`src/pits_pkg.sv`:
```
// Shared types and constants of the point-in-tetrahedron search unit.
// Used by the configuration block, the controller, the datapath and the top level.
package pits_pkg;

    localparam int COORD_BITS_DEF   = 20;
    localparam int MAX_ELEMENTS_DEF = 65536;

    localparam int CNT_W      = 16;
    localparam int THR_W      = 32;
    localparam int APB_DATA_W = 32;
    localparam int APB_ADDR_W = 3;

    localparam logic [APB_ADDR_W-3:0] REG_DET_THRESHOLD = '0;
    localparam logic [THR_W-1:0]      DET_THRESHOLD_RST = 32'd1;

    localparam logic       KIND_QUERY  = 1'b0;
    localparam logic       KIND_VERTEX = 1'b1;
    localparam logic [1:0] LAST_SLOT   = 2'd3;

    // Vector registers of the datapath.
    localparam logic [1:0] VEC_E1 = 2'd0;
    localparam logic [1:0] VEC_E2 = 2'd1;
    localparam logic [1:0] VEC_E3 = 2'd2;
    localparam logic [1:0] VEC_P  = 2'd3;

    // Cross product groups.
    localparam logic [1:0] GRP_C23 = 2'd0;
    localparam logic [1:0] GRP_C31 = 2'd1;
    localparam logic [1:0] GRP_C12 = 2'd2;

    // Triple product accumulators.
    localparam logic [1:0] TGT_DET = 2'd0;
    localparam logic [1:0] TGT_NU  = 2'd1;
    localparam logic [1:0] TGT_NV  = 2'd2;
    localparam logic [1:0] TGT_NW  = 2'd3;

    localparam logic [1:0] LAST_COMP = 2'd2;

    typedef enum logic [2:0] {
        ST_IDLE,
        ST_EDGES,
        ST_RUN,
        ST_GAP,
        ST_DRAIN,
        ST_FINISH
    } state_t;

    typedef struct packed {
        logic       load_query;
        logic       load_vertex;
        logic       load_edges;
        logic       issue;
        logic       dot_phase;
        logic [1:0] grp;
        logic [1:0] comp;
        logic       half;
        logic       finish;
    } cmd_t;

    typedef struct packed {
        logic out_busy;
    } sts_t;

    function automatic logic [1:0] comp_plus1(input logic [1:0] k);
        logic [1:0] r;
        case (k)
            2'd0:    r = 2'd1;
            2'd1:    r = 2'd2;
            default: r = 2'd0;
        endcase
        return r;
    endfunction

endpackage

```
`src/pits_cfg.sv`:
```
// Configuration register block with its APB-style port.
// Holds the determinant threshold; depends on pits_pkg.
module pits_cfg (
    input  logic                            clk,
    input  logic                            rst_n,
    input  logic                            psel,
    input  logic                            penable,
    input  logic                            pwrite,
    input  logic [pits_pkg::APB_ADDR_W-1:0] paddr,
    input  logic [pits_pkg::APB_DATA_W-1:0] pwdata,
    output logic [pits_pkg::APB_DATA_W-1:0] prdata,
    output logic                            pready,
    output logic [pits_pkg::THR_W-1:0]      det_threshold
);
    import pits_pkg::*;

    logic [THR_W-1:0] thr_reg;
    logic             thr_sel;

    assign thr_sel = (paddr[APB_ADDR_W-1:2] == REG_DET_THRESHOLD);
    assign pready  = 1'b1;
    assign prdata  = thr_sel ? APB_DATA_W'(thr_reg) : '0;
    assign det_threshold = thr_reg;

    always_ff @(posedge clk or negedge rst_n)
    begin
        if (!rst_n)
        begin
            thr_reg <= DET_THRESHOLD_RST;
        end
        else if (psel && penable && pwrite && pready && thr_sel)
        begin
            thr_reg <= THR_W'(pwdata);
        end
    end

endmodule

```
`src/pits_ctrl.sv`:
```
// Sequencing controller of the point-in-tetrahedron search unit.
// Steps the shared multiplier through the cross and triple products; depends on pits_pkg.
module pits_ctrl (
    input  logic                clk,
    input  logic                rst_n,
    input  logic                in_valid,
    output logic                in_ready,
    input  logic                kind,
    input  logic [1:0]          vertex_slot,
    input  pits_pkg::sts_t      sts,
    output pits_pkg::cmd_t      cmd
);
    import pits_pkg::*;

    state_t     state_reg, state_next;
    logic       dot_reg;
    logic [1:0] grp_reg;
    logic [1:0] comp_reg;
    logic       half_reg;
    logic       last_op;
    logic       accept;

    assign accept  = in_valid && in_ready;
    assign last_op = half_reg && (comp_reg == LAST_COMP)
                     && (grp_reg == (dot_reg ? TGT_NW : GRP_C12));

    always_comb
    begin
        state_next = state_reg;
        unique case (state_reg)
            ST_IDLE:
            begin
                if (in_valid && (kind == KIND_VERTEX) && (vertex_slot == LAST_SLOT))
                begin
                    state_next = ST_EDGES;
                end
            end
            ST_EDGES:
            begin
                state_next = ST_RUN;
            end
            ST_RUN:
            begin
                if (last_op)
                begin
                    state_next = dot_reg ? ST_DRAIN : ST_GAP;
                end
            end
            ST_GAP:
            begin
                state_next = ST_RUN;
            end
            ST_DRAIN:
            begin
                state_next = ST_FINISH;
            end
            ST_FINISH:
            begin
                if (!sts.out_busy)
                begin
                    state_next = ST_IDLE;
                end
            end
            default:
            begin
                state_next = ST_IDLE;
            end
        endcase
    end

    always_comb
    begin
        in_ready        = (state_reg == ST_IDLE);
        cmd.load_query  = 1'b0;
        cmd.load_vertex = 1'b0;
        cmd.load_edges  = 1'b0;
        cmd.issue       = 1'b0;
        cmd.finish      = 1'b0;
        cmd.dot_phase   = dot_reg;
        cmd.grp         = grp_reg;
        cmd.comp        = comp_reg;
        cmd.half        = half_reg;
        unique case (state_reg)
            ST_IDLE:
            begin
                cmd.load_query  = accept && (kind == KIND_QUERY);
                cmd.load_vertex = accept && (kind == KIND_VERTEX);
            end
            ST_EDGES:
            begin
                cmd.load_edges = 1'b1;
            end
            ST_RUN:
            begin
                cmd.issue = 1'b1;
            end
            ST_FINISH:
            begin
                cmd.finish = !sts.out_busy;
            end
            default:
            begin
            end
        endcase
    end

    always_ff @(posedge clk or negedge rst_n)
    begin
        if (!rst_n)
        begin
            state_reg <= ST_IDLE;
            dot_reg   <= 1'b0;
            grp_reg   <= '0;
            comp_reg  <= '0;
            half_reg  <= 1'b0;
        end
        else
        begin
            state_reg <= state_next;
            if (state_reg == ST_EDGES)
            begin
                dot_reg  <= 1'b0;
                grp_reg  <= '0;
                comp_reg <= '0;
                half_reg <= 1'b0;
            end
            else if (state_reg == ST_RUN)
            begin
                if (last_op)
                begin
                    dot_reg  <= 1'b1;
                    grp_reg  <= '0;
                    comp_reg <= '0;
                    half_reg <= 1'b0;
                end
                else
                begin
                    half_reg <= !half_reg;
                    if (half_reg)
                    begin
                        if (comp_reg == LAST_COMP)
                        begin
                            comp_reg <= '0;
                            grp_reg  <= grp_reg + 2'd1;
                        end
                        else
                        begin
                            comp_reg <= comp_reg + 2'd1;
                        end
                    end
                end
            end
        end
    end

endmodule

```
`src/pits_dp.sv`:
```
// Datapath of the point-in-tetrahedron search unit: stores, shared multiplier,
// accumulators, sign decision and result register; depends on pits_pkg.
module pits_dp #(
    parameter int COORD_BITS   = pits_pkg::COORD_BITS_DEF,
    parameter int MAX_ELEMENTS = pits_pkg::MAX_ELEMENTS_DEF
) (
    input  logic                          clk,
    input  logic                          rst_n,
    input  pits_pkg::cmd_t                cmd,
    output pits_pkg::sts_t                sts,
    input  logic [1:0]                    vertex_slot,
    input  logic signed [COORD_BITS-1:0]  coord_x,
    input  logic signed [COORD_BITS-1:0]  coord_y,
    input  logic signed [COORD_BITS-1:0]  coord_z,
    input  logic [pits_pkg::THR_W-1:0]    det_threshold,
    output logic                          out_valid,
    input  logic                          out_ready,
    output logic [pits_pkg::CNT_W-1:0]    element_index,
    output logic                          inside_res,
    output logic                          degenerate,
    output logic                          first_match_res
);
    import pits_pkg::*;

    localparam int CW    = COORD_BITS;
    localparam int EW    = CW + 1;
    localparam int BW    = CW + 2;
    localparam int PW    = 2 * CW + 3;
    localparam int AW    = 3 * CW + 6;
    localparam int CMPW  = (AW > THR_W + 2) ? AW : THR_W + 2;
    localparam int SAT_I = (MAX_ELEMENTS - 1 < (1 << CNT_W) - 1)
                           ? MAX_ELEMENTS - 1 : (1 << CNT_W) - 1;
    localparam logic [CNT_W-1:0] CNT_SAT = CNT_W'(SAT_I);

    logic signed [CW-1:0]   coord     [3];
    logic signed [CW-1:0]   qpt_reg   [3];
    logic signed [CW-1:0]   vtx_reg   [4][3];
    logic signed [EW-1:0]   vec_reg   [4][3];
    logic signed [PW-1:0]   crs_reg   [3][3];
    logic signed [AW-1:0]   acc_reg   [4];
    logic signed [AW-1:0]   tsum_reg;
    logic signed [PW-1:0]   prod_reg;
    logic                   pv_reg;
    logic                   pdot_reg;
    logic [1:0]             pgrp_reg;
    logic [1:0]             pcomp_reg;
    logic                   phalf_reg;
    logic [CNT_W-1:0]       count_reg;
    logic                   match_reg;
    logic                   out_valid_reg;
    logic [CNT_W-1:0]       index_reg;
    logic                   inside_reg;
    logic                   degen_reg;
    logic                   first_reg;

    logic [1:0]             k1;
    logic [1:0]             k2;
    logic [1:0]             va;
    logic [1:0]             vb;
    logic [1:0]             cg;
    logic signed [EW-1:0]   mul_a;
    logic signed [BW-1:0]   mul_b;
    logic signed [PW-1:0]   mul_p;
    logic signed [AW-1:0]   px;
    logic signed [AW-1:0]   addend;
    logic signed [AW-1:0]   det;
    logic signed [CMPW-1:0] det_ext;
    logic signed [CMPW-1:0] thr_ext;
    logic                   det_neg;
    logic                   det_zero;
    logic                   degen;
    logic                   hit;

    assign coord[0] = coord_x;
    assign coord[1] = coord_y;
    assign coord[2] = coord_z;

    assign k1 = comp_plus1(cmd.comp);
    assign k2 = comp_plus1(k1);

    always_comb
    begin
        va = VEC_E1;
        vb = VEC_E2;
        cg = GRP_C23;
        if (cmd.dot_phase)
        begin
            unique case (cmd.grp)
                TGT_DET: begin va = VEC_E1; cg = GRP_C23; end
                TGT_NU:  begin va = VEC_P;  cg = GRP_C23; end
                TGT_NV:  begin va = VEC_P;  cg = GRP_C31; end
                default: begin va = VEC_P;  cg = GRP_C12; end
            endcase
            mul_a = vec_reg[va][cmd.comp];
            mul_b = cmd.half ? crs_reg[cg][cmd.comp][PW-1:EW]
                             : $signed({1'b0, crs_reg[cg][cmd.comp][EW-1:0]});
        end
        else
        begin
            unique case (cmd.grp)
                GRP_C23: begin va = VEC_E2; vb = VEC_E3; end
                GRP_C31: begin va = VEC_E3; vb = VEC_E1; end
                default: begin va = VEC_E1; vb = VEC_E2; end
            endcase
            mul_a = cmd.half ? vec_reg[va][k2] : vec_reg[va][k1];
            mul_b = cmd.half ? BW'(vec_reg[vb][k1]) : BW'(vec_reg[vb][k2]);
        end
    end

    assign mul_p  = mul_a * mul_b;
    assign px     = AW'(prod_reg);
    assign addend = phalf_reg ? (px <<< EW) : px;

    assign det      = acc_reg[TGT_DET];
    assign det_neg  = det[AW-1];
    assign det_zero = (det == '0);
    assign det_ext  = CMPW'(det);
    assign thr_ext  = CMPW'($signed({1'b0, det_threshold}));
    assign degen    = det_neg ? (det_ext > -thr_ext) : (det_ext < thr_ext);
    assign hit      = !degen && !det_zero
                      && ((acc_reg[TGT_NU] == '0) || (acc_reg[TGT_NU][AW-1] == det_neg))
                      && ((acc_reg[TGT_NV] == '0) || (acc_reg[TGT_NV][AW-1] == det_neg))
                      && ((acc_reg[TGT_NW] == '0) || (acc_reg[TGT_NW][AW-1] == det_neg))
                      && ((tsum_reg == '0) || (tsum_reg[AW-1] == det_neg));

    assign sts.out_busy   = out_valid_reg && !out_ready;
    assign out_valid      = out_valid_reg;
    assign element_index  = index_reg;
    assign inside_res     = inside_reg;
    assign degenerate     = degen_reg;
    assign first_match_res = first_reg;

    always_ff @(posedge clk)
    begin
        if (cmd.load_vertex)
        begin
            for (int k = 0; k < 3; k++)
            begin
                vtx_reg[vertex_slot][k] <= coord[k];
            end
        end
        if (cmd.load_edges)
        begin
            for (int k = 0; k < 3; k++)
            begin
                vec_reg[VEC_E1][k] <= EW'(vtx_reg[1][k]) - EW'(vtx_reg[0][k]);
                vec_reg[VEC_E2][k] <= EW'(vtx_reg[2][k]) - EW'(vtx_reg[0][k]);
                vec_reg[VEC_E3][k] <= EW'(vtx_reg[3][k]) - EW'(vtx_reg[0][k]);
                vec_reg[VEC_P][k]  <= EW'(qpt_reg[k]) - EW'(vtx_reg[0][k]);
            end
            for (int t = 0; t < 4; t++)
            begin
                acc_reg[t] <= '0;
            end
            tsum_reg <= '0;
        end
        else if (pv_reg && pdot_reg)
        begin
            acc_reg[pgrp_reg] <= acc_reg[pgrp_reg] + addend;
            tsum_reg <= (pgrp_reg == TGT_DET) ? tsum_reg + addend : tsum_reg - addend;
        end
        if (pv_reg && !pdot_reg)
        begin
            crs_reg[pgrp_reg][pcomp_reg] <= phalf_reg
                ? crs_reg[pgrp_reg][pcomp_reg] - prod_reg : prod_reg;
        end
        prod_reg  <= mul_p;
        pdot_reg  <= cmd.dot_phase;
        pgrp_reg  <= cmd.grp;
        pcomp_reg <= cmd.comp;
        phalf_reg <= cmd.half;
        if (cmd.finish)
        begin
            index_reg  <= count_reg;
            inside_reg <= hit;
            degen_reg  <= degen;
            first_reg  <= hit && !match_reg;
        end
    end

    always_ff @(posedge clk or negedge rst_n)
    begin
        if (!rst_n)
        begin
            for (int k = 0; k < 3; k++)
            begin
                qpt_reg[k] <= '0;
            end
            pv_reg        <= 1'b0;
            count_reg     <= '0;
            match_reg     <= 1'b0;
            out_valid_reg <= 1'b0;
        end
        else
        begin
            pv_reg <= cmd.issue;
            if (cmd.load_query)
            begin
                for (int k = 0; k < 3; k++)
                begin
                    qpt_reg[k] <= coord[k];
                end
                count_reg <= '0;
                match_reg <= 1'b0;
            end
            else if (cmd.finish)
            begin
                match_reg <= match_reg || hit;
                if (count_reg < CNT_SAT)
                begin
                    count_reg <= count_reg + 1'b1;
                end
            end
            if (cmd.finish)
            begin
                out_valid_reg <= 1'b1;
            end
            else if (out_ready)
            begin
                out_valid_reg <= 1'b0;
            end
        end
    end

endmodule

```
`src/point_in_tetrahedron_search_unit.sv`:
```
// Point-in-tetrahedron search unit: top level joining configuration, controller and datapath.
// Beats are taken only while idle; query and vertex beats for corners 0 to 2 give no result.
// A corner 3 beat starts a search: an edge state, the slots of the single shared multiplier
// for three cross products, a gap state, its slots for four triple products (all in split
// halves), a drain state, and a decision state that holds while an earlier result is not taken.
// Reset is asynchronous and active low; it clears query, count, flag, control.
module point_in_tetrahedron_search_unit #(
    parameter int COORD_BITS   = pits_pkg::COORD_BITS_DEF,
    parameter int MAX_ELEMENTS = pits_pkg::MAX_ELEMENTS_DEF
) (
    input  logic                            clk,
    input  logic                            rst_n,
    input  logic                            psel,
    input  logic                            penable,
    input  logic                            pwrite,
    input  logic [pits_pkg::APB_ADDR_W-1:0] paddr,
    input  logic [pits_pkg::APB_DATA_W-1:0] pwdata,
    output logic [pits_pkg::APB_DATA_W-1:0] prdata,
    output logic                            pready,
    input  logic                            in_valid,
    output logic                            in_ready,
    input  logic                            kind,
    input  logic [1:0]                      vertex_slot,
    input  logic signed [COORD_BITS-1:0]    coord_x,
    input  logic signed [COORD_BITS-1:0]    coord_y,
    input  logic signed [COORD_BITS-1:0]    coord_z,
    output logic                            out_valid,
    input  logic                            out_ready,
    output logic [pits_pkg::CNT_W-1:0]      element_index,
    output logic                            inside_res,
    output logic                            degenerate,
    output logic                            first_match_res
);
    import pits_pkg::*;

    cmd_t             cmd;
    sts_t             sts;
    logic [THR_W-1:0] det_threshold;

    pits_cfg u_cfg (
        .clk           (clk),
        .rst_n         (rst_n),
        .psel          (psel),
        .penable       (penable),
        .pwrite        (pwrite),
        .paddr         (paddr),
        .pwdata        (pwdata),
        .prdata        (prdata),
        .pready        (pready),
        .det_threshold (det_threshold)
    );

    pits_ctrl u_ctrl (
        .clk         (clk),
        .rst_n       (rst_n),
        .in_valid    (in_valid),
        .in_ready    (in_ready),
        .kind        (kind),
        .vertex_slot (vertex_slot),
        .sts         (sts),
        .cmd         (cmd)
    );

    pits_dp #(
        .COORD_BITS   (COORD_BITS),
        .MAX_ELEMENTS (MAX_ELEMENTS)
    ) u_dp (
        .clk             (clk),
        .rst_n           (rst_n),
        .cmd             (cmd),
        .sts             (sts),
        .vertex_slot     (vertex_slot),
        .coord_x         (coord_x),
        .coord_y         (coord_y),
        .coord_z         (coord_z),
        .det_threshold   (det_threshold),
        .out_valid       (out_valid),
        .out_ready       (out_ready),
        .element_index   (element_index),
        .inside_res      (inside_res),
        .degenerate      (degenerate),
        .first_match_res (first_match_res)
    );

endmodule
```
`config.mk`:
```
export PLATFORM = sky130hd
export DESIGN_NAME = point_in_tetrahedron_search_unit
export DESIGN_NICKNAME = d
export VERILOG_FILES = /design/src/pits_pkg.sv /design/src/pits_cfg.sv /design/src/pits_ctrl.sv /design/src/pits_dp.sv /design/src/point_in_tetrahedron_search_unit.sv
export SDC_FILE = /design/constraint.sdc
export NUM_CORES = 2
export LEC_CHECK = 0
export BUFFER_PORTS_ARGS = -buffer_cell sky130_fd_sc_hd__buf_4
export CAP_MARGIN = 20
export CORE_UTILIZATION = 35
export CTS_CLUSTER_DIAMETER = 60
export DETAILED_ROUTE_END_ITERATION = 12
export GPL_ROUTABILITY_DRIVEN = 1
export SYNTH_ARGS = -nofsm -noshare
export SYNTH_HDL_FRONTEND = slang
export SYNTH_HIERARCHICAL = 1
export SYNTH_SLANG_ARGS = --single-unit
```
`constraint.sdc`:
```
create_clock -name clk -period 16.13 [get_ports clk]
set_clock_uncertainty 0.05 [all_clocks]
set_input_delay 1.613 -clock clk [delete_from_list [all_inputs] [get_ports clk]]
set_output_delay 1.613 -clock clk [all_outputs]
set_load 0.1 [all_outputs]
```
==> metrics.cfg <==
[status]
status = completed

[routing]
wl_per_cell_um = 22.4
firstDrtPassIters = 6
dr.first_iter.drc_count = 7313
via_per_inst = 5.52
totalWireLength_um = 317000
ant_nets = 0
vias = 78000
drc = 0

[cells_and_area]
area_delta_synth_final_pct = 11.0
largest_reg_flops = 387
mostFrequentLayoutCell = edfxtp_1
utilization_pct = 39.2
drive_above_1_share_pct = 8.94
nets = 11300
layout_common_cells = edfxtp_1 (1,162), nor2_1 (1,064), inv_1 (945)

[synthesis]
yosysWarnings = 6
synth_area_um2 = 102000
synth.distinct_cells = 101
syn_avg_cell_area_um2 = 10.1
seq_area_frac_synth_pct = 39.4
synth_ff_type = edfxtp_1
synth_seq_cells = 1397
synth_edf_count = 1162
async_flop_share_pct = 8.59
postSynthCellCount = 10100
synth_nets = 11300

[die]
start_util_pct = 35.3
core_area_um2 = 289000
die_w_um = 542
dieArea_um2 = 294000
row_count = 197
die_h_um = 542
io_pins = 159

[hold_path]
hold_start = u_dp/tsum_reg[16]
min_path_type = register to register

[clocking]
cts-resized-gates = 0
cts_hold_buf = 0
cts_buffers = 172
root_buffer = clkbuf_16
cts_buffer_depth = 4
cts_tree = done
clock_latency_ns = 0.88
cts_num_sinks = 1397
cts.clk_slew.worst_paths_ns = 0.06
cts_setup_buffers = 0
cts_max_level = 4

[sta]
relSlewSlack_pct = 18.1
fin_crit_ns = 11.57
hold_slack_ns = 0.432
setup_viol = 0
timing.final.ws_setup_ns = 4.56
rsz0062_at_grt = no
timing.fmax_mhz = 86.5
tightest_slew_ns = 1.23
drv_slew = 0
final.setup.tns_ns = 0
hold_viol_final = 0
fin_crit_sh_pct = 71.7

[critical_path]
path_class = register to register
crit_path_end_kind = register
critPathLaunch = u_ctrl/grp_reg[0]
crit_top_cell = fa_1
start_kind = register
cp.required_ns = 16.86
arrival_ns = 12.30
critPathMaxFanout = 43
slowest_delay_ns = 0.81
slowest_stage = buf_4
reg2reg_from = u_ctrl/grp_reg[0]

[global_routing]
grt_pass1_vias = 77600
antenna_found_initial = 17
grt_pass1_wl_um = 475000
grt_use_total_pct = 21.1
globalRouteOverflowTotal = 0
grt_max_degree = 176

[placement]
hpwl_um = 231000
pre_cts_ws_ns = 4.81
port_buffers = 155
gp_congestion = 0.962

[flow_run]
drv_cap = 0

==> layout make-up <==
| class | count | area [um^2] |
|---|---|---|
| Clock buffer | 219 | 4720 |
| Fill cell | 27900 | 176000 |
| Timing Repair Buffer | 271 | 2100 |
| Antenna cell | 11 | 27.5 |
| Tap cell | 3880 | 4850 |
| Multi-Input combinational cell | 7323 | 56800 |
| Inverter | 949 | 3570 |
| Sequential cell | 1397 | 40200 |
| Clock inverter | 90 | 992 |
==> kinds of logic after synthesis <==
kind of cell,Yosys count,share of synthesized area [%]
compound gates,2113,12.7
flops,1397,39.4
simple gates,3013,13.4
other cells,1,0.00367
fa+ha+maj,1119,17.4
buf+inv,1401,5.24
mux,648,8.22
xor+xnor,429,3.69
==> critical path: cells and delay by family (launching register included) <==
| family | cells | cell delay (ns) |
|---|---|---|
| fa+ha+maj | 8 | 3.96 |
| compound gates | 11 | 2.62 |
| buf+inv | 6 | 1.72 |
| simple gates | 5 | 1.38 |
| mux | 2 | 0.98 |
| flops | 1 | 0.59 |
==> Yosys cell counts, types with 102 or more instances <==
master / count / area (um^2)
edfxtp_1: 1162 / 34900
nor2_1: 1077 / 4040
inv_1: 947 / 3550
nand2_1: 921 / 3460
a21oi_1: 733 / 3670
ha_1: 625 / 7820
o21ai_0: 531 / 2660
fa_1: 494 / 9890
mux2i_1: 401 / 4010
clkbuf_1: 328 / 1230
xnor2_1: 310 / 2720
a21o_1: 217 / 1630
nor2b_1: 195 / 1220
nor3_1: 150 / 751
nand3_1: 138 / 691
nor4_1: 134 / 838
mux4_2: 132 / 2970
dfrtp_1: 119 / 2980
xor2_1: 118 / 1030
dfxtp_1: 115 / 2300
o21a_1: 102 / 766
==> final timing paths <==
path	to	slack (ns)	cells past startpoint
max	u_dp/prod_reg[39]	4.56	32
min	u_dp/tsum_reg[16]	0.43	2
max reg2reg	u_dp/prod_reg[39]	4.56	32
min reg2reg	u_dp/tsum_reg[16]	0.43	2
max in group asynchronous	u_cfg/det_threshold[28]	13.49	3
min in group asynchronous	u_dp/qpt_reg[58]	0.63	1
==> routing by layer <==
metal | global-route usage [%] | routed length, um | up-vias
met2 | 35.3 | 150000 | 2839
met4 | 8.03 | 12700 | 10
met5 | 0 | 170 | -
li1 | - | - | 35800
met3 | 3.25 | 21400 | 572
met1 | 27.2 | 132000 | 38800
==> stage by stage <==
stage          cells  area, um^2
2_1_floorplan  10100      102000
3_3_place_gp   13800      107000
3_5_place_dp   13800      107000
4_1_cts        14100      113000
5_1_grt        14100      113000
6_report       14100      113000
Power is left out: the tool's default activity adds up to more than one toggle a clock period on the data nets, which glitch-free logic cannot reach.
